## src/rtl/core/ffba_pkg.sv

```systemverilog
// ----------------------------------------------------------------------------
// ffba_pkg
// Shared types and codes for the first-fit block allocator.
// ----------------------------------------------------------------------------
`default_nettype none

package ffba_pkg;

    localparam int ADDR_W    = 32;
    localparam int CFG_IDX_W = 8;
    localparam int CMP_W     = 34;

    // result status codes
    localparam logic [1:0] ST_OK      = 2'd0;
    localparam logic [1:0] ST_NULL    = 2'd1;
    localparam logic [1:0] ST_OOM     = 2'd2;
    localparam logic [1:0] ST_UNKNOWN = 2'd3;

    // request kinds
    localparam logic REQ_ALLOC = 1'b0;
    localparam logic REQ_FREE  = 1'b1;

    // configuration register indexes
    localparam logic [CFG_IDX_W-1:0] CFG_BASE  = 8'd0;
    localparam logic [CFG_IDX_W-1:0] CFG_LIMIT = 8'd1;

    typedef struct packed {
        logic [ADDR_W-1:0] start;
        logic [ADDR_W-1:0] size;
        logic              free;
    } t_entry;

    typedef struct packed {
        logic   we;
        t_entry data;
    } t_tbl_wr;

    typedef struct packed {
        logic ge;
        logic eq;
    } t_cmp;

    typedef struct packed {
        logic              base_wr;
        logic [ADDR_W-1:0] base;
        logic [ADDR_W-1:0] limit;
    } t_cfg;

    typedef struct packed {
        logic [ADDR_W-1:0] addr;
        logic [1:0]        status;
    } t_res;

endpackage

`default_nettype wire

```

## src/rtl/core/ffba_table.sv

```systemverilog
// ----------------------------------------------------------------------------
// ffba_table
// Block table memory: one write port, one read port with registered data.
// ----------------------------------------------------------------------------
`default_nettype none

module ffba_table
    import ffba_pkg::*;
#(
    parameter int DEPTH = 64,
    localparam int IDX_W = (DEPTH > 1) ? $clog2(DEPTH) : 1
) (
    input  wire logic             i_clk,
    input  wire t_tbl_wr          i_wr,
    input  wire logic [IDX_W-1:0] i_waddr,
    input  wire logic [IDX_W-1:0] i_raddr,
    output t_entry                o_rdata
);

    t_entry r_mem [0:DEPTH-1];

    always_ff @(posedge i_clk) begin
        if (i_wr.we) begin
            r_mem[i_waddr] <= i_wr.data;
        end
        o_rdata <= r_mem[i_raddr];
    end

endmodule

`default_nettype wire

```

## config.mk

```make
export PLATFORM = sky130hd
export DESIGN_NAME = ffba_table
export DESIGN_NICKNAME = d
export VERILOG_FILES = /design/src/rtl/core/ffba_pkg.sv /design/src/rtl/core/ffba_table.sv
export SDC_FILE = /design/constraint.sdc
export NUM_CORES = 2
export LEC_CHECK = 0
export BUFFER_PORTS_ARGS = -buffer_cell sky130_fd_sc_hd__buf_2
export CAP_MARGIN = 20
export CORE_ASPECT_RATIO = 0.5
export CORE_MARGIN = 4
export CORE_UTILIZATION = 30
export CTS_CLUSTER_DIAMETER = 100
export DETAILED_ROUTE_END_ITERATION = 8
export SYNTH_ARGS = -nofsm -noshare
export SYNTH_HDL_FRONTEND = slang
export SYNTH_MEMORY_MAX_BITS = 65536
export SYNTH_SLANG_ARGS = --single-unit
```

## constraint.sdc

```tcl
create_clock -name i_clk -period 7.1 [get_ports i_clk]
set_input_delay 0.71 -clock i_clk [delete_from_list [all_inputs] [get_ports i_clk]]
set_output_delay 0.71 -clock i_clk [all_outputs]
set_load 0.05 [all_outputs]
```

==> summary by stage <==
Clock network
Clock latency on the worst-skew pair, taken at its later pin, is 0.96 ns. The hold buffer count at CTS is 0. The clock transition at the registers of the reported paths is 0.06 ns. In this run, post-CTS repair resized a total of 0 instances.

TritonCTS built the clock tree. The H-tree was split into 5 levels. The CTS sink count is 4225.

In this run, CTS created clock tree buffers numbering 414. The cell at the root of the clock tree is sky130_fd_sc_hd__clkbuf_16. Once the clock tree was built, the setup fixing pass inserted 0 buffers. The maximum buffer depth of the clock tree is 4.

Timing
The number of hold violations in the final report is 0. For the final routed database, the setup TNS stands at 0 ns. The maximum clock rate is 307 MHz. The final max-slew violation count is 0. The final critical path time including I/O delays and setup is 3.25 ns.

The slew at the pin with the worst max-slew slack is 1.21 ns. Setup repair after global routing left no endpoint under its margin. The worst clock skew is 0.0447 ns. In the finished design, the share of the clock period the worst path needs comes to 0.458. The total setup violations reported at the end of the flow is 0. Setup slack closes at 3.85 ns. Headroom to the max-slew limit came out at 0.194.

Synth
A synthesized cell averages 24.0 um2. Of the post-synthesis cell area, the dominant cell type holds 0.789. Of the total synthesized cell area, the portion taken by AND, OR, NAND and NOR gates is 0.00911. In this run, synthesis inferred 4160 flip-flops with an integrated enable. The multiplexer share of the synthesized area is 0.154. Of the synthesized area, sequential elements account for 0.797. The share of the synthesized area in compound gates (AO/OA/AOI/OAI) was 0.0272. The count of yosys warnings during synthesis is 0.

The number of nets in the synthesized netlist is 6685. The cell accounting for the most synthesized area is sky130_fd_sc_hd__edfxtp_1. The xor-xnor portion of the synthesized cell area is 0.

In this run the cell area of the synthesized design comes to 0.158 mm2. The number of distinct library cells after synthesis is 27. Sorting the synthesized cells by area gives the leading types as sky130_fd_sc_hd__edfxtp_1, sky130_fd_sc_hd__mux4_2, sky130_fd_sc_hd__a22oi_1.

The gate count after technology mapping is 6606. Counting flops and latches in the post-synthesis netlist gives 4225. The main combinational cell family by area after synthesis is multiplexers. The predominant post-synthesis flop cell is sky130_fd_sc_hd__edfxtp_1. The arithmetic-cell share of the synthesized area counting full adders, half adders and majority gates is 0. Of all flip-flops after synthesis, the portion carrying an async set or reset was 0.

Floorplan
The floorplan die width is 1040 um. In this run the core area contains 188 standard-cell rows. The boundary pin count is 144. The die covers 0.540 mm2. The vertical extent of the die is 522 um. The effective utilization at floorplan is 0.301.

The region available for standard cell placement spans 0.525 mm2.

Finish
In the final layout, the multi-input gates occupy 0.0308 mm2. The filler cells instantiated in the layout total 47900. The area used by sequential logic in the layout is 0.126 mm2. The library cells used most frequently in the layout, excluding fill and tap cells, are sky130_fd_sc_hd__edfxtp_1, sky130_fd_sc_hd__mux4_2, sky130_fd_sc_hd__clkbuf_16, sky130_fd_sc_hd__a22oi_1, sky130_fd_sc_hd__buf_4. In the final layout, the share of cells above drive strength 1 is 0.287. The area overhead of the layout relative to synthesis is 15.4%. Leaving out fill and tap cells, the most frequent cell in the layout is sky130_fd_sc_hd__edfxtp_1.

In the final design database the tool counted 7116 nets. The final cell area excluding filler cells is 0.183 mm2. The core utilization of the finished layout is 0.348.

Outcome
The flow ran to the end, and the final reports show no timing, DRC or antenna violations.

Detailed routing
The mean routed wirelength per cell is 31.6 um. After detailed routing, the number of remaining DRC violations is 0. The detail route stage leaves a number of antenna-violating nets equal to 0. The via total after detailed routing is 77000. The detailed router finished its first iteration with 11000 violations. The average via count per standard cell is 5.34. The number of iterations in the first detailed-routing pass is 5. The post-detailed-routing wire length is 455000 um.

Power
The switching fraction of total power is 0.214. The power per cell area is 284 mW/mm2. Cell internal power was estimated by the tool at 40.8 mW. The part of the power in the clock network is 0.417. IR analysis of the VDD net gives a maximum drop of 0.230 mV. Summed over all nets, the switching power comes to 11.1 mW. The leakage power of the design is 55.7 nW. The completed layout was analyzed and its total power is 52.0 mW. The combinational share of power is 0.050. The share of total power dissipated in sequential elements is 0.534.

Worst setup path
The critical path goes through buf_8 > buf_4 > buf_4 > mux4_2 > o22ai_1 > a211oi_1 > o211a_1. The arrival time of data at the critical path endpoint is 4.12 ns. The endpoint of the worst-slack reg-to-reg timing path is o_rdata[11]. The stage delay of the slowest cell on the critical path is 0.85 ns.

The required time reported for the critical path endpoint is 7.97 ns. The origin of the worst setup path is i_raddr[2]. The startpoint identified for the worst register-to-register timing path is r_mem[31][11].

The most repeated library cell on the critical path is sky130_fd_sc_hd__buf_4. In this run the worst path has a maximum fanout of 66. The kind of capture point of the worst setup path is a register. The critical path is of the in -> reg type. Among all stages on the critical path, the largest delay is contributed by sky130_fd_sc_hd__a211oi_1. Measured in cells, the most critical reg-to-reg path has a length of 4. STA classifies the critical path startpoint as an input port. The critical path ends at o_rdata[56]. The setup slack of the most critical reg-to-reg path is 5.11 ns.

Global route
The met1 track demand over resource in global routing is 0.218. The initial antenna violation count is 42. Entering global routing, the biggest net connects 123 pins. The overall global routing resource usage is 0.163. The global-route wire length before repair is 628000 um. For met2 alone, demand over resource in global routing was 0.270. The fraction of met3 tracks used by global routing is 0.0272. The remaining global-route overflow is 0. met2 is the most crowded layer. The number of global-route vias before repair came to 76500.

Flow run
The number of maximum-capacitance violations is 0.

Place
The cell area after placement is 0.169 mm2. Once detailed placement completed, the half-perimeter wirelength came to 239000 um. Buffers placed on the I/O ports in this run total 143.

Routability-driven placement finished with a final weighted congestion of 0.770. At the placement stage, the worst setup path has a slack of 2.91 ns.

Min path
The min-delay analysis places its worst path in the category in -> reg.
-- state kept, by name, indices dropped and copies added (netlist names) --
name and cells:
o_rdata 65, r_mem 4160
-- logic make-up after synthesis --
| family | after synthesis |
|---|---|
| buf+inv | 377 |
| mux | 1143 |
| flops | 4225 |
| compound gates | 566 |
| simple gates | 295 |
-- Yosys cell counts, types with 18 or more instances --
library cell and number:
sky130_fd_sc_hd__a22oi_1 260, sky130_fd_sc_hd__nand3_1 115, sky130_fd_sc_hd__nor2_1 112, sky130_fd_sc_hd__edfxtp_1 4160, sky130_fd_sc_hd__buf_1 18, sky130_fd_sc_hd__dfxtp_1 65, sky130_fd_sc_hd__o221ai_1 46, sky130_fd_sc_hd__o22ai_1 130
sky130_fd_sc_hd__mux4_2 1040, sky130_fd_sc_hd__mux2i_1 103, sky130_fd_sc_hd__a211oi_1 65, sky130_fd_sc_hd__o211a_1 65, sky130_fd_sc_hd__buf_4 37, sky130_fd_sc_hd__buf_2 186, sky130_fd_sc_hd__nand3b_1 25, sky130_fd_sc_hd__clkbuf_1 120
-- worst max-delay path: cells and delay by family --
| kind | cells | cell delay [ns] |
|---|---|---|
| buf+inv | 3 | 1.76 |
| compound gates | 3 | 1.17 |
| mux | 1 | 0.36 |
-- stage by stage --
stage          hold WS (ns)  std cells
3_5_place_dp          0.820      13600
2_1_floorplan         0.780       6606
6_report             0.0263      14400
5_1_grt              0.0112      14400
4_1_cts               0.355      14400
3_3_place_gp          0.821      13600
-- layer usage --
| layer | vias up | share of wire | wire length (um) |
|---|---|---|---|
| met5 | - | 0.000029 | 13 |
| met4 | 2 | 0.039 | 17600 |
| met3 | 814 | 0.087 | 39800 |
| met2 | 4236 | 0.49 | 222000 |
| met1 | 42300 | 0.39 | 176000 |
| li1 | 29600 | - | - |
-- worst min-delay path by stage --
stage | start | end | cells past startpoint
after global placement | r_mem[54][31] | o_rdata[31] | 4
after CTS | i_waddr[2] | r_mem[54][41] | 3
final | i_wr[51] | r_mem[20][51] | 1
after global routing | i_wr[51] | r_mem[20][51] | 1
after floorplan | r_mem[46][54] | o_rdata[54] | 4
after detailed placement | r_mem[6][10] | o_rdata[10] | 4
-- final cells by class --
| type | count | share of cell area |
|---|---|---|
| Clock buffer | 519 | 0.0606 |
| Clock inverter | 241 | 0.0123 |
| Multi-Input combinational cell | 2004 | 0.168 |
| Tap cell | 7030 | 0.0481 |
| Antenna cell | 19 | 0.000260 |
| Timing Repair Buffer | 392 | 0.0196 |
| Sequential cell | 4225 | 0.691 |
-- power by group through the flow --
stage / Sequential [mW] / Combinational (mW) / Clock, mW
floorplan: 28.4 / 1.28 / 0
global placement: 28.3 / 2.52 / 0
detailed placement: 28.3 / 2.55 / 0
CTS: 27.8 / 2.56 / 22.0
global route: 27.7 / 2.72 / 23.1
finish: 27.7 / 2.58 / 21.7
No activity file was read; power rests on OpenSTA's default activity.
