## src/rtl/core/ffba_pkg.sv

```systemverilog
// ----------------------------------------------------------------------------
// ffba_pkg
// Shared types and codes for the first-fit block allocator.
// ----------------------------------------------------------------------------
`default_nettype none

package ffba_pkg;

    localparam int ADDR_W    = 32;
    localparam int CFG_IDX_W = 8;
    localparam int CMP_W     = 34;

    // result status codes
    localparam logic [1:0] ST_OK      = 2'd0;
    localparam logic [1:0] ST_NULL    = 2'd1;
    localparam logic [1:0] ST_OOM     = 2'd2;
    localparam logic [1:0] ST_UNKNOWN = 2'd3;

    // request kinds
    localparam logic REQ_ALLOC = 1'b0;
    localparam logic REQ_FREE  = 1'b1;

    // configuration register indexes
    localparam logic [CFG_IDX_W-1:0] CFG_BASE  = 8'd0;
    localparam logic [CFG_IDX_W-1:0] CFG_LIMIT = 8'd1;

    typedef struct packed {
        logic [ADDR_W-1:0] start;
        logic [ADDR_W-1:0] size;
        logic              free;
    } t_entry;

    typedef struct packed {
        logic   we;
        t_entry data;
    } t_tbl_wr;

    typedef struct packed {
        logic ge;
        logic eq;
    } t_cmp;

    typedef struct packed {
        logic              base_wr;
        logic [ADDR_W-1:0] base;
        logic [ADDR_W-1:0] limit;
    } t_cfg;

    typedef struct packed {
        logic [ADDR_W-1:0] addr;
        logic [1:0]        status;
    } t_res;

endpackage

`default_nettype wire

```

## src/rtl/core/ffba_ctrl.sv

```systemverilog
// ----------------------------------------------------------------------------
// ffba_ctrl
// Request sequencer: walks the block table one entry a cycle through the
// shared comparator, then updates the table, block count and heap top.
// ----------------------------------------------------------------------------
`default_nettype none

module ffba_ctrl
    import ffba_pkg::*;
#(
    parameter int MAX_BLOCKS   = 64,
    parameter int HEADER_BYTES = 16,
    localparam int IDX_W = (MAX_BLOCKS > 1) ? $clog2(MAX_BLOCKS) : 1,
    localparam int CNT_W = $clog2(MAX_BLOCKS + 1)
) (
    input  wire logic              i_clk,
    input  wire logic              i_rst_n,
    input  wire logic              i_start,
    input  wire logic              i_req_type,
    input  wire logic [ADDR_W-1:0] i_size,
    input  wire logic [ADDR_W-1:0] i_address,
    input  wire t_cfg              i_cfg,
    input  wire logic              i_take,
    output logic                   o_ready,
    output logic                   o_done,
    output t_res                   o_res,
    output t_tbl_wr                o_wr,
    output logic [IDX_W-1:0]       o_waddr,
    output logic [IDX_W-1:0]       o_raddr,
    input  wire t_entry            i_rdata,
    output logic [CMP_W-1:0]       o_cmp_a,
    output logic [CMP_W-1:0]       o_cmp_b,
    input  wire t_cmp              i_cmp
);

    localparam logic [1:0] S_IDLE = 2'd0;
    localparam logic [1:0] S_SCAN = 2'd1;
    localparam logic [1:0] S_FIN  = 2'd2;

    localparam logic [CMP_W-1:0]  HDR_W   = CMP_W'(HEADER_BYTES);
    localparam logic [ADDR_W-1:0] HDR_A   = ADDR_W'(HEADER_BYTES);
    localparam logic [CNT_W-1:0]  CNT_MAX = CNT_W'(MAX_BLOCKS);
    localparam logic [CNT_W-1:0]  CNT_ONE = CNT_W'(1);

    logic [1:0]        r_state, n_state;
    logic              r_kind, n_kind;
    logic [ADDR_W-1:0] r_size, n_size;
    logic [ADDR_W-1:0] r_addr, n_addr;
    logic [CMP_W-1:0]  r_end, n_end;
    logic [CNT_W-1:0]  r_idx, n_idx;
    logic              r_chk, n_chk;
    logic [IDX_W-1:0]  r_chk_idx, n_chk_idx;
    logic [CNT_W-1:0]  r_count, n_count;
    logic [ADDR_W-1:0] r_top, n_top;
    t_res              r_res, n_res;

    logic w_issue;
    logic w_hit;

    assign o_ready = (r_state == S_IDLE);
    assign o_done  = (r_state == S_FIN);
    assign o_res   = r_res;
    assign w_issue = (r_idx < r_count);

    // comparator operands: table entry while checking, append bound otherwise
    always_comb begin
        if (r_chk) begin
            if (r_kind == REQ_ALLOC) begin
                o_cmp_a = {2'b00, i_rdata.size};
                o_cmp_b = {2'b00, r_size};
            end else begin
                o_cmp_a = {2'b00, i_rdata.start} + HDR_W;
                o_cmp_b = {2'b00, r_addr};
            end
        end else begin
            o_cmp_a = {2'b00, i_cfg.limit};
            o_cmp_b = r_end;
        end
    end

    assign w_hit = r_chk && ((r_kind == REQ_ALLOC) ? (i_rdata.free && i_cmp.ge) : i_cmp.eq);

    always_comb begin
        n_state   = r_state;
        n_kind    = r_kind;
        n_size    = r_size;
        n_addr    = r_addr;
        n_end     = r_end;
        n_idx     = r_idx;
        n_chk     = 1'b0;
        n_chk_idx = r_chk_idx;
        n_count   = r_count;
        n_top     = r_top;
        n_res     = r_res;
        o_wr      = '0;
        o_waddr   = r_chk_idx;
        o_raddr   = r_idx[IDX_W-1:0];

        case (r_state)
            S_IDLE: begin
                if (i_start) begin
                    n_kind = i_req_type;
                    n_size = i_size;
                    n_addr = i_address;
                    n_end  = {2'b00, r_top} + HDR_W + {2'b00, i_size};
                    n_idx  = '0;
                    if ((i_req_type == REQ_ALLOC && i_size == '0) ||
                        (i_req_type == REQ_FREE && i_address == '0)) begin
                        n_res   = '{addr: '0, status: ST_NULL};
                        n_state = S_FIN;
                    end else begin
                        n_state = S_SCAN;
                    end
                end
            end
            S_SCAN: begin
                if (w_hit) begin
                    // first match wins; drop the read still in flight
                    if (r_kind == REQ_ALLOC) begin
                        o_wr.we         = 1'b1;
                        o_wr.data       = i_rdata;
                        o_wr.data.free  = 1'b0;
                        n_res = '{addr: i_rdata.start + HDR_A, status: ST_OK};
                    end else begin
                        if (CNT_W'(r_chk_idx) + CNT_ONE == r_count) begin
                            n_top   = i_rdata.start;
                            n_count = CNT_W'(r_chk_idx);
                        end else begin
                            o_wr.we        = 1'b1;
                            o_wr.data      = i_rdata;
                            o_wr.data.free = 1'b1;
                        end
                        n_res = '{addr: '0, status: ST_OK};
                    end
                    n_state = S_FIN;
                end else if (w_issue) begin
                    n_chk     = 1'b1;
                    n_chk_idx = r_idx[IDX_W-1:0];
                    n_idx     = r_idx + CNT_ONE;
                end else if (!r_chk) begin
                    // table walked without a match
                    if (r_kind == REQ_FREE) begin
                        n_res = '{addr: '0, status: ST_UNKNOWN};
                    end else if (r_count == CNT_MAX || !i_cmp.ge) begin
                        n_res = '{addr: '0, status: ST_OOM};
                    end else begin
                        o_wr.we        = 1'b1;
                        o_wr.data      = '{start: r_top, size: r_size, free: 1'b0};
                        o_waddr        = r_count[IDX_W-1:0];
                        n_count        = r_count + CNT_ONE;
                        n_top          = r_end[ADDR_W-1:0];
                        n_res = '{addr: r_top + HDR_A, status: ST_OK};
                    end
                    n_state = S_FIN;
                end
            end
            S_FIN: begin
                if (i_take) begin
                    n_state = S_IDLE;
                end
            end
            default: begin
                n_state = S_IDLE;
            end
        endcase

        // base moves the heap top only while the table is empty
        if (i_cfg.base_wr && r_count == '0) begin
            n_top = i_cfg.base;
        end
    end

    always_ff @(posedge i_clk) begin
        if (!i_rst_n) begin
            r_state <= S_IDLE;
            r_chk   <= 1'b0;
            r_count <= '0;
            r_top   <= 32'd4096;
        end else begin
            r_state <= n_state;
            r_chk   <= n_chk;
            r_count <= n_count;
            r_top   <= n_top;
        end
    end

    always_ff @(posedge i_clk) begin
        r_kind    <= n_kind;
        r_size    <= n_size;
        r_addr    <= n_addr;
        r_end     <= n_end;
        r_idx     <= n_idx;
        r_chk_idx <= n_chk_idx;
        r_res     <= n_res;
    end

endmodule

`default_nettype wire

```

## config.mk

```make
export PLATFORM = sky130hd
export DESIGN_NAME = ffba_ctrl
export DESIGN_NICKNAME = d
export VERILOG_FILES = /design/src/rtl/core/ffba_pkg.sv /design/src/rtl/core/ffba_ctrl.sv
export SDC_FILE = /design/constraint.sdc
export NUM_CORES = 1
export LEC_CHECK = 0
export BUFFER_PORTS_ARGS = -buffer_cell sky130_fd_sc_hd__buf_2
export CORE_ASPECT_RATIO = 0.5
export CORE_MARGIN = 4
export CORE_UTILIZATION = 40
export DETAILED_ROUTE_END_ITERATION = 16
export PLACE_DENSITY_LB_ADDON = 0.1
export SYNTH_ARGS = -nofsm -noshare
export SYNTH_HDL_FRONTEND = slang
export SYNTH_SLANG_ARGS = --single-unit
```

## constraint.sdc

```tcl
create_clock -name i_clk -period 3.75 [get_ports i_clk]
set_input_delay 0.1875 -clock i_clk [delete_from_list [all_inputs] [get_ports i_clk]]
set_output_delay 0.1875 -clock i_clk [all_outputs]
set_load 0.01 [all_outputs]
```

==> impl_results.md <==
* Result of the run: finished clean
* Number of synthesized register bits at 188
* Final Hold Vio Count at 0
* Final sum of negative setup slack at 0 ps
* Total GRT Usage at 0.3083
* Relative slew margins at 0.4704
* Leakage power at 7.485 nW
* Worst path setup slack after routing at 83.43 ps
* Post-synthesis sequential area ratio at 0.4067
* CORE AREA at 31,660 µm²
* Die Y-Extent at 134.7 µm
* Final count of negative-setup-slack endpoints at 0
* Top post-synthesis cells by area: sky130_fd_sc_hd__edfxtp_1, sky130_fd_sc_hd__ha_1, sky130_fd_sc_hd__dfxtp_1
* Overall overflow remaining after global route at 0
* Estimated wirelength of the detail-placed design at 42,490 µm
* Largest net degree at the start of global routing at 101
* Number of gates on the worst path with buffers counted at 15
* Inserted Clock Buffers at 17
* Cell area after placement at 15,400 µm²
* Synth Area per Inst at 9.370 µm²
* DRC violations left at 0
* RR Startpoint: r_top[4]$_SDFFE_PN0P_
* Clock Sinks at 188
* Antenna violation net count after detailed routing at 0
* TritonCTS clock tree: done
* Type of element capturing the critical path: register
* Category of the most critical setup path: input pin to register
* Share of async-settable or async-resettable flops after synthesis at 0
* First-pass GRT wire length at 81,190 µm
* Post-route cell area at 16,960 µm²
* Buffers added on ports at 381
* Overall via count from detail_route at 13,254
* Number of buffers between clock root and the deepest sink at 2
* Highest Clock Rate at 272.7 MHz
* Area occupied by multi-input gates at 7156 µm²
* Crit path max-delay family: simple AND/OR/NAND/NOR gates
* Clock period minus worst slack at 3667 ps
* CP Cell Sequence: dlygate4sd3_1 > buf_2 > inv_1 > ha_1 > inv_1 > ha_1 > buf_4 > nand4_1 > a21oi_2 > or4_4 > a41o_1 > o41ai_4 > o211ai_2 > or2_4 > xor2_1
* Share of the synthesized area in the top cell type at 0.3413
* Most common cell in the netlist: sky130_fd_sc_hd__nor2_1
* FF+latch area at 5229 µm²
* Worst Hold Class: input pin to register
* Final cycle utilization of the critical path at 0.9778
* Top cell type by total area after synthesis: sky130_fd_sc_hd__edfxtp_1
* Share of the core filled with cells in the final layout at 0.5359
* Die outline area at 35,220 µm²
* Fin Clk Skew at 10.33 ps
* Delay of the slowest cell on the worst path at 540 ps
* Combined area of all synthesized cells at 12,850 µm²
* Setup slack, reg-to-reg at 150 ps
* Last weighted congestion value of the routability-driven placer at 0.9693
* Post-synth EDFFs at 146
* Endpoint arrival time on the critical path at 3870 ps
* Fill cells at 2,947
* # nets final at 2,101
* Depth of the most critical reg-to-reg path at 13
* Area added between synthesis and finish at 32.05%
* Number of DRC markers in iteration 0 at 1,393
* Syn. warnings at 0
* Nets in the synthesized netlist at 1,648
* Worst Path Max Fanout at 3
* Fraction of final layout cells sized beyond drive strength 1 at 0.2689
* Final max-slew violation count at 0
* Maximum ir drop on the vdd rail at 0.0003098 V
* Number of buffers and inverters on the critical path at 5
* Element type at the critical path start: input pin
* H-Tree Level Count at 4
* Most used flip-flop cell after synthesis: sky130_fd_sc_hd__edfxtp_1
* Clock slew seen by the registers of the worst setup and hold paths at 80 ps
* Gate count after technology mapping at 1,371
* Top cell types by occurrence after synthesis: sky130_fd_sc_hd__nor2_1, sky130_fd_sc_hd__edfxtp_1, sky130_fd_sc_hd__nand2_1
* Library cells used by synthesis at 59
* Worst Max-Slew Pin Slew at 784.5 ps
* Worst setup path end: r_end[28]$_DFFE_PP_
* Detailed-routing iteration count for the pre-antenna-repair pass at 5
* Die X-Extent at 261.4 µm
* Hold Worst Slack at 24.51 ps
* Number of antenna violations at the first check in global routing at 1
* Worst setup slack before clock tree synthesis at 94.54 ps
* Count of pins on the block boundary at 383
* Number of global-route vias before repair at 12,823
* Initial standard-cell utilization of the core at 0.4058
* Clk Latency, worst-skew pair at 460 ps
* End of the worst register-to-register path: r_end[28]$_DFFE_PP_
* Critical Path Slowest Stage Cell: sky130_fd_sc_hd__or4_4
* # rows at 46
* Average wire per standard cell at 24.83 µm
* Vias per inst at 5.839
* Max-Cap Viols at 0
* Pwr/cell area at 378.5 nW/µm²
* Clock tree root driver cell: sky130_fd_sc_hd__clkbuf_16
* Crit path launch: i_size[4]
* Critical path data required time at 3960 ps
* Aggregate routed wire length at 56,360 µm
-- through the flow --
| step | cells | total power, mW |
|---|---|---|
| after floorplan | 1371 | 3.686 |
| after global placement | 2142 | 4.449 |
| after detailed placement | 2142 | 4.459 |
| after CTS | 2267 | 6.394 |
| after global routing | 2270 | 6.686 |
| final | 2270 | 6.420 |
-- what timing repair did --
| action | CTS | global route |
|---|---|---|
| endpoints found under the hold margin | 93 | 0 |
| hold buffers | 93 | 0 |
| setup buffers | 0 | 1 |
| resized for setup | 0 | 5 |
| endpoints found under the setup margin | 0 | 40 |
-- power breakdown --
| group | internal [mW] | total, mW | switching, mW |
|---|---|---|---|
| clock network | 0.988 | 1.87 | 0.885 |
| registers | 2.53 | 2.70 | 0.172 |
| logic | 0.756 | 1.84 | 1.09 |
-- cell families (layout without fill, tap and decap cells) --
logic type	after synthesis	count (layout)	synth area share
and+or+nand+nor	477	477	0.1763
adders and majority gates	76	76	0.07461
DFF	188	188	0.4067
xor gates and xnor gates	91	91	0.06204
AOI/OAI and AO/OA	364	364	0.2034
other	1	2	0.0002919
buffers and inverters	128	594	0.04013
muxes	46	46	0.03652
-- final cells by class --
class                   count  share of cell area
multi-input cells        1055              0.4218
inverters                  29            0.006417
clock buffers              19             0.02552
repair buffers            533              0.1978
diodes                      1           0.0001475
clock inverters            13            0.008187
flip-flops and latches    188              0.3082
well taps                 432             0.03186
-- sequential cells by signal, indices dropped and copies added, names as in the netlist, 6 cells and up --
signal	cells
o_res	34
r_end	34
r_addr	32
r_size	32
r_top	32
r_count	7
r_idx	7
r_chk_idx	6
-- metal layers --
metal / vias up / global-route usage / part of all wire
met5: - / 0 / 0
met4: 0 / 0.1134 / 0.035
met3: 97 / 0.08076 / 0.095
met2: 643 / 0.4654 / 0.44
met1: 6497 / 0.4282 / 0.43
li1: 6017 / - / -
-- cell usage in the layout (no fill, tap or decap), drive strengths merged, types with 32 or more instances in the layout --
cell	instances
buf	439
nor2	152
edfxtp	146
nand2	108
dlygate4sd3	93
a21oi	92
ha	75
a22o	63
xnor2	55
and2	47
nor3	44
dfxtp	42
a21o	41
mux2i	39
xor2	36
nand3	33
a221oi	33
inv	33
o31ai	32
-- worst min-delay path by stage --
| stage | depth (start not counted) | endpoint | from | slack [ps] |
|---|---|---|---|---|
| floorplan | 0 | r_addr[0]$_DFFE_PP_ | i_address[0] | 290 |
| global placement | 1 | r_addr[10]$_DFFE_PP_ | i_address[10] | 380 |
| detailed placement | 1 | r_addr[10]$_DFFE_PP_ | i_address[10] | 380 |
| CTS | 1 | r_size[27]$_DFFE_PP_ | i_size[27] | 0.5 |
| global route | 1 | r_size[27]$_DFFE_PP_ | i_size[27] | 3 |
| finish | 1 | r_size[27]$_DFFE_PP_ | i_size[27] | 20 |
Note: power is estimated with default switching activity, not from simulation.
