### src/rtl/core/ffba_pkg.sv
// ----------------------------------------------------------------------------
// ffba_pkg
// Shared types and codes for the first-fit block allocator.
// ----------------------------------------------------------------------------
`default_nettype none

package ffba_pkg;

    localparam int ADDR_W    = 32;
    localparam int CFG_IDX_W = 8;
    localparam int CMP_W     = 34;

    // result status codes
    localparam logic [1:0] ST_OK      = 2'd0;
    localparam logic [1:0] ST_NULL    = 2'd1;
    localparam logic [1:0] ST_OOM     = 2'd2;
    localparam logic [1:0] ST_UNKNOWN = 2'd3;

    // request kinds
    localparam logic REQ_ALLOC = 1'b0;
    localparam logic REQ_FREE  = 1'b1;

    // configuration register indexes
    localparam logic [CFG_IDX_W-1:0] CFG_BASE  = 8'd0;
    localparam logic [CFG_IDX_W-1:0] CFG_LIMIT = 8'd1;

    typedef struct packed {
        logic [ADDR_W-1:0] start;
        logic [ADDR_W-1:0] size;
        logic              free;
    } t_entry;

    typedef struct packed {
        logic   we;
        t_entry data;
    } t_tbl_wr;

    typedef struct packed {
        logic ge;
        logic eq;
    } t_cmp;

    typedef struct packed {
        logic              base_wr;
        logic [ADDR_W-1:0] base;
        logic [ADDR_W-1:0] limit;
    } t_cfg;

    typedef struct packed {
        logic [ADDR_W-1:0] addr;
        logic [1:0]        status;
    } t_res;

endpackage

`default_nettype wire

### src/rtl/core/ffba_cmp.sv
// ----------------------------------------------------------------------------
// ffba_cmp
// Shared magnitude and equality comparator used by every scan step.
// ----------------------------------------------------------------------------
`default_nettype none

module ffba_cmp
    import ffba_pkg::*;
(
    input  wire logic [CMP_W-1:0] i_a,
    input  wire logic [CMP_W-1:0] i_b,
    output t_cmp                  o_cmp
);

    logic [CMP_W:0] w_diff;

    // borrow out of a - b clear means a >= b
    assign w_diff   = {1'b0, i_a} - {1'b0, i_b};
    assign o_cmp.ge = ~w_diff[CMP_W];
    assign o_cmp.eq = (w_diff[CMP_W-1:0] == '0);

endmodule

`default_nettype wire

### config.mk
export PLATFORM = sky130hd
export DESIGN_NAME = ffba_cmp
export DESIGN_NICKNAME = d
export VERILOG_FILES = /design/src/rtl/core/ffba_pkg.sv /design/src/rtl/core/ffba_cmp.sv
export SDC_FILE = /design/constraint.sdc
export NUM_CORES = 1
export LEC_CHECK = 0
export BUFFER_PORTS_ARGS = -buffer_cell sky130_fd_sc_hd__clkbuf_2
export CELL_PAD_IN_SITES_DETAIL_PLACEMENT = 1
export CELL_PAD_IN_SITES_GLOBAL_PLACEMENT = 1
export CORE_MARGIN = 2
export CORE_UTILIZATION = 35
export DETAILED_ROUTE_END_ITERATION = 6
export PLACE_DENSITY_LB_ADDON = 0.2
export SYNTH_ARGS = -nofsm -noshare
export SYNTH_HDL_FRONTEND = slang
export SYNTH_SLANG_ARGS = --single-unit
### constraint.sdc
create_clock -name vclk -period 4.6
set_clock_uncertainty 0.15 [all_clocks]
set_input_delay 0.92 -clock vclk [all_inputs]
set_output_delay 0.92 -clock vclk [all_outputs]
set_load 0.02 [all_outputs]
==> impl_metrics.ini, run 1 <==
[hold_path]
hold_class = in2out

[sta]
period_share = 1.104
post-route-min-period_ns = 5.078
clock.fmax_mhz = 196.9
tightestPinTransition_ns = 0.5709
setup_violations = 2
hold_viol = 0
max_slew_margin = 0.6154
rsz0062_at_grt = yes
slew_violations = 0
setup_slack_ns = -0.4780

[synthesis]
yosysWarnings = 0
synth.avg_cell_area_um2 = 6.778
syn-num-nets = 460
synth.distinct_cells = 70
yosysSeqAreaShare = 0
synth.cell_area_um2 = 2420
syn-instance-count = 357

[placed_design]
dp_hpwl_um = 8128
gp_congestion = 0.8984
io_buffers = 70
place_area_um2 = 3527

[drt]
vias_per_cell = 5.540
dr_wl_met3_um = 353
vias = 3324
final_antenna_net_count = 0
met1_length_um = 3947
first_pass_iters = 4
wl_um = 9288
route.detailed.drc = 0
wl_per_cell_um = 15.48
route.met2.wl_um = 4813
highest_layer = met4
drt-initial-drc-count = 91

[grt]
first_global_vias = 3459
grt_overflow = 0
grt_max_degree = 10
antenna_found_initial = 0
grt_use_total = 0.2448
grt_pass1_wl_um = 15380

[power]
irDropWorstVdd_mv = 0.05275
p_total_w = 0.0005220
cellPowerDensity_nw_per_um2 = 140.9
p_leak_nw = 1.915

[worst_setup_path]
critPathKind = in2out
path_max_fanout = 3
cp.required_ns = 3.53
start_kind = input port
arrival_ns = 4.01
crit_path_end_kind = primary output

[final_layout]
fillers = 912
seq_area_um2 = 0
final_cell_mix = buf_4, clkbuf_2, inv_1, ha_1
nNetsFinal = 625
syn_to_final_growth_pct = 53.05
clock_buffers = 0
nFlopsAndLatches = 0
antennaDiodeCount = 0
final_core_util = 0.5481
fin_area_um2 = 3704
drive_gt1_frac = 0.4019
final_common_cell = buf_4

[floorplan]
start_util = 0.3581
die_area_um2 = 7595
core_um2 = 6756
num_rows = 30
chipHeight_um = 87.15
fp.dieW_um = 87.15
num_io_pins = 70

[run_status]
violations = setup timing
status = finished with violations

[clock_network]
cts_hold_buf = 0

[job]
drv_cap = 0
[layout make-up]
| type | count | area (um^2) | share of cell area |
|---|---|---|---|
| tap | 80 | 100.1 | 0.02703 |
| inverter | 44 | 167.7 | 0.04527 |
| timing repair buffer | 177 | 1196 | 0.3230 |
| multi-input combinational | 299 | 2240 | 0.6047 |
[final timing paths]
path / from / end / depth (start not counted)
setup / recovery: i_a[0] / o_cmp[0] / 17
hold / removal: i_a[33] / o_cmp[1] / 4
[metal layers]
metal,vias up,GRT usage
met5,-,0
met4,0,0.05035
met3,14,0.008531
met2,73,0.4719
met1,1578,0.2992
li1,1659,-
[critical path, cell delays in order]
cell and delay, ns:
buf_6 0.09, inv_4 0.04, ha_4 0.13, inv_2 0.03
fa_2 0.37, a211oi_4 0.27, buf_4 0.17, o21ai_4 0.06
a211oi_2 0.28, o2111ai_1 0.16, o311ai_1 0.13, o211ai_1 0.21
a2111oi_4 0.35, nand4_1 0.14, nor4_1 0.23, and4_2 0.29
buf_8 0.12
[logic make-up after synthesis]
group                    count (synthesis)  share of synthesized area
AO/OA/AOI/OAI                          134                     0.3909
XOR/XNOR                                12                    0.04343
adder cells (fa/ha/maj)                 35                     0.1841
buffers and inverters                   58                     0.1179
multiplexers                             5                    0.02120
AND/OR/NAND/NOR                        113                     0.2425
[metrics by stage]
step / cells / setup TNS [ns] / worst slack (ns) / hold WS, ns
finish: 600 / -0.6758 / -0.4780 / 2.176
global route: 600 / -0.9311 / -0.5924 / 2.170
CTS: 600 / -0.6434 / -0.4628 / 2.144
detailed placement: 596 / -0.7802 / -0.6697 / 2.151
global placement: 596 / -0.5225 / -0.5225 / 2.137
floorplan: 357 / -0.1693 / -0.1693 / 1.985
[synthesized netlist by cell type (4+ instances only)]
cell | instances | area [um^2]
inv_1 | 44 | 165.2
ha_1 | 34 | 425.4
o21ai_0 | 29 | 145.1
nand2_1 | 28 | 105.1
a21oi_1 | 27 | 135.1
nor2_1 | 23 | 86.33
a21o_1 | 13 | 97.59
nand3_1 | 12 | 60.06
o211ai_1 | 9 | 67.56
nor3_1 | 8 | 40.04
xnor2_1 | 8 | 70.07
a31oi_1 | 7 | 43.79
a211oi_1 | 6 | 45.04
nand4_1 | 6 | 37.54
buf_6 | 5 | 56.30
and2_1 | 4 | 25.02
and3_1 | 4 | 25.02
mux2i_1 | 4 | 40.04
nand2b_1 | 4 | 25.02
o2111ai_1 | 4 | 35.03
xor2_1 | 4 | 35.03
[power breakdown]
part	leakage [nW]	internal, W	switching, W
Combinational	1.91	0.000262	0.000260
Clock	0	0	0
Sequential	0	0	0
Total	1.91	0.000262	0.000260
[what timing repair did]
item	in CTS	in global routing
setup buffers	5	2
cloned	0	0
gates resized for setup	22	10
endpoints found under the setup margin	2	2
pin swaps	15	9
Note: power is estimated with default switching activity, not from simulation.
==> run 2: changes to the inputs <==
--- a/config.mk
+++ b/config.mk
@@ -9,7 +9,7 @@
 export CELL_PAD_IN_SITES_DETAIL_PLACEMENT = 1
 export CELL_PAD_IN_SITES_GLOBAL_PLACEMENT = 1
 export CORE_MARGIN = 2
-export CORE_UTILIZATION = 35
+export CORE_UTILIZATION = 39
 export DETAILED_ROUTE_END_ITERATION = 6
 export PLACE_DENSITY_LB_ADDON = 0.2
 export SYNTH_ARGS = -nofsm -noshare
==> constraint.sdc (replaced) <==
create_clock -name vclk -period 4.95
set_clock_uncertainty 0.15 [all_clocks]
set_input_delay 1.485 -clock vclk [all_inputs]
set_output_delay 1.485 -clock vclk [all_outputs]
set_load 0.02 [all_outputs]
==> impl_metrics.ini, run 2 (synthesis gave the netlist of run 1 again) <==
[sta]
period_share = 1.266
hold_viol = 0
max_slew_margin = 0.6521
tightestPinTransition_ns = 0.5164
clock.fmax_mhz = 159.6
post-route-min-period_ns = 6.265
rsz0062_at_grt = yes
setup_violations = 2
slew_violations = 0
holdWs_ns = 3.287
setup_slack_ns = -1.315

[power]
irDropWorstVdd_mv = 0.06265
p_total_w = 0.0004937
cellPowerDensity_nw_per_um2 = 132.0
p_leak_nw = 1.942

[final_layout]
fin_area_um2 = 3739
syn_to_final_growth_pct = 54.50
drive_gt1_frac = 0.4122
final_cell_mix = buf_4, clkbuf_2, inv_1, ha_1
nNetsFinal = 629
final_common_cell = buf_4
seq_area_um2 = 0
antennaDiodeCount = 0
fillers = 818
nFlopsAndLatches = 0
clock_buffers = 0

[placed_design]
place_ws_ns = -1.400
io_buffers = 70
place_area_um2 = 3573
gp_congestion = 0.8866
dp_hpwl_um = 8446

[grt]
grt_max_degree = 13
grt_use_total = 0.2871
antenna_found_initial = 0
grt_pass1_wl_um = 15780
grt_overflow = 0
first_global_vias = 3601

[floorplan]
chipHeight_um = 82.77
die_area_um2 = 6851
num_io_pins = 70
num_rows = 28
fp.dieW_um = 82.77
start_util = 0.4063
core_um2 = 5956

[drt]
final_antenna_net_count = 0
wl_per_cell_um = 16.69
first_pass_iters = 4
route.detailed.drc = 0
drt-initial-drc-count = 120
vias = 3427
wl_um = 9999
vias_per_cell = 5.721

[worst_setup_path]
worstPathCellList = clkbuf_16, inv_12, ha_4, inv_2, fa_2, a211oi_4, o211ai_1, nand3_1, and2_4, buf_4, o211ai_1, o311ai_1, mux2_2, a31o_4, nor4_1, and4_2, clkbuf_8
cp.required_ns = 3.31
start_kind = input port
cp_common_cell = o211ai_1
max_stage_delay_ns = 0.38
startpoint = i_a[0]
arrival_ns = 4.63
cp_slowest_cell = mux2_2
crit_path_end_kind = primary output
critPathKind = in2out
path_max_fanout = 3

[run_status]
status = finished with violations
violations = setup timing

[hold_path]
hold_class = in2out
worstHoldStart = i_a[33]

[clock_network]
cts_hold_buf = 0

[job]
drv_cap = 0
[run 2: repair_timing]
item	in CTS	in global routing
pin swaps	17	14
buffers inserted	3	4
gates resized for setup	10	10
setup endpoints to repair	2	2
[run 2: stage by stage]
stage / instances / util / setup TNS (ns)
floorplan: 357 / - / -1.070
global placement: 593 / 0.6000 / -2.192
detailed placement: 593 / 0.6000 / -2.292
CTS: 595 / 0.6147 / -2.032
global route: 599 / 0.6277 / -2.312
finish: 599 / 0.6277 / -2.062
[run 2: final cells by class]
cell class	instances	area (um^2)	share of cell area
timing repair buffer	181	1225	0.3276
tap	75	93.84	0.02510
multi-input combinational	299	2242	0.5997
inverter	44	177.7	0.04752
[run 2: routing by layer]
layer | up-vias | wire (um) | share of wire | GRT usage
li1 | 1664 | - | - | -
met1 | 1656 | 4277 | 0.43 | 0.3400
met2 | 95 | 5338 | 0.53 | 0.5758
met3 | 12 | 255 | 0.026 | 0.009740
met4 | 0 | 129 | 0.013 | 0.04262
met5 | - | 0 | 0 | 0
[run 2: critical path, delay by kind of cell]
kind | cells | cell delay [ns]
mux | 1 | 0.38
buf+inv | 5 | 0.47
compound gates | 5 | 0.89
fa+ha+maj | 2 | 0.50
simple gates | 4 | 0.88
[run 2: path summary, 6_finish.rpt]
path | end | depth (start not counted)
hold / removal | o_cmp[1] | 4
setup / recovery | o_cmp[0] | 17
[run 2: report_power, final]
part	leakage (nW)	switching (W)	total (W)	internal (W)
clock network	0	0	0	0
logic	1.94	0.000248	0.000494	0.000245
registers	0	0	0	0
==> run 3: changes to the inputs <==
--- a/config.mk
+++ b/config.mk
@@ -12,6 +12,7 @@
 export CORE_UTILIZATION = 39
 export DETAILED_ROUTE_END_ITERATION = 6
 export PLACE_DENSITY_LB_ADDON = 0.2
+export SETUP_SLACK_MARGIN = 0.15
 export SYNTH_ARGS = -nofsm -noshare
 export SYNTH_HDL_FRONTEND = slang
 export SYNTH_SLANG_ARGS = --single-unit
==> impl_metrics.ini, run 3 (synthesis gave the netlist of run 1 again) <==
[run_status]
status = finished with violations
violations = setup timing

[final_layout]
drive_gt1_frac = 0.4114
nNetsFinal = 630
final_common_cell = buf_4
clock_buffers = 0
multi_input_area_um2 = 2240
syn_to_final_growth_pct = 54.86
seq_area_um2 = 0
final_cell_mix = buf_4, clkbuf_2, inv_1, ha_1
nFlopsAndLatches = 0
fin_area_um2 = 3747
fillers = 817
antennaDiodeCount = 0

[floorplan]
fp.dieW_um = 82.77
num_rows = 28
chipHeight_um = 82.77
core_um2 = 5956
num_io_pins = 70
start_util = 0.4063
die_area_um2 = 6851

[drt]
final_antenna_net_count = 0
wl_per_cell_um = 16.67
route.detailed.drc = 0
vias_per_cell = 5.647
vias = 3388
first_pass_iters = 4
wl_um = 10000
drt-initial-drc-count = 129

[grt]
grt_max_degree = 13
grt_pass1_wl_um = 15810
first_global_vias = 3605
antenna_found_initial = 0
grt_overflow = 0
grt_use_total = 0.2878

[sta]
setup_violations = 2
rsz0062_at_grt = yes
post-route-min-period_ns = 6.228
slew_violations = 0
tightestPinTransition_ns = 0.5381
hold_viol = 0
max_slew_margin = 0.6375
finalSetupTns_ns = -2.107
setup_slack_ns = -1.278
clock.fmax_mhz = 160.6
period_share = 1.258

[worst_setup_path]
path_max_fanout = 3
arrival_ns = 4.59
critPathKind = in2out
crit_path_end_kind = primary output
cp.required_ns = 3.31
start_kind = input port

[job]
drv_cap = 0

[placed_design]
io_buffers = 70
place_area_um2 = 3573
gp_congestion = 0.8866
dp_hpwl_um = 8446

[power]
irDropWorstVdd_mv = 0.06192
p_leak_nw = 1.950
cellPowerDensity_nw_per_um2 = 131.9

[hold_path]
hold_class = in2out
-- run 3: worst paths after layout --
path | cells past startpoint | from | slack, ns | end
worst max-delay path | 17 | i_a[0] | -1.28 | o_cmp[0]
worst min-delay path | 4 | i_a[33] | 3.28 | o_cmp[1]
-- run 3: layout make-up --
| cell class | count | share of cell area |
|---|---|---|
| tap | 75 | 0.02504 |
| inverter | 44 | 0.04741 |
| multi-input combinational | 299 | 0.5977 |
| timing repair buffer | 182 | 0.3299 |
-- run 3: routing by layer --
| metal | up-vias | GRT usage | share of wire |
|---|---|---|---|
| met5 | - | 0 | 0 |
| met4 | 0 | 0.04262 | 0.011 |
| met3 | 8 | 0.009740 | 0.027 |
| met2 | 79 | 0.5774 | 0.53 |
| met1 | 1638 | 0.3407 | 0.43 |
| li1 | 1663 | - | - |
-- run 3: what timing repair did --
item | in CTS | in global routing
hold buffers | 0 | 0
pin swaps | 17 | 14
hold endpoints to repair | 0 | 0
cloned | 0 | 0
buffers inserted | 3 | 4
endpoints found under the setup margin | 2 | 2
resized for setup | 11 | 9
-- run 3: worst max-delay path: stages --
cell	delay, ns
clkbuf_16	0.13
inv_12	0.04
ha_4	0.12
inv_2	0.03
fa_2	0.37
a211oi_4	0.31
o211ai_1	0.18
nand3_1	0.18
and2_4	0.17
buf_4	0.11
o211ai_1	0.08
o311ai_1	0.13
mux2_2	0.38
a31o_4	0.20
nor4_1	0.24
and4_2	0.27
clkbuf_8	0.14
-- run 3: stage by stage --
step / util / hold slack [ns] / cells / power (W) / setup slack (ns)
2_1_floorplan: - / 3.115 / 357 / 0.0002618 / -0.8813
5_1_grt: 0.6292 / 3.311 / 600 / 0.0005384 / -1.473
4_1_cts: 0.6166 / 3.280 / 596 / 0.0004735 / -1.263
3_3_place_gp: 0.6000 / 3.262 / 593 / 0.0004364 / -1.323
6_report: 0.6292 / 3.281 / 600 / 0.0004944 / -1.278
3_5_place_dp: 0.6000 / 3.292 / 593 / 0.0004561 / -1.400
-- run 3: power by group --
group	leakage [nW]	switching, W	internal [W]
logic	1.95	0.000247	0.000247
clock network	0	0	0
registers	0	0	0
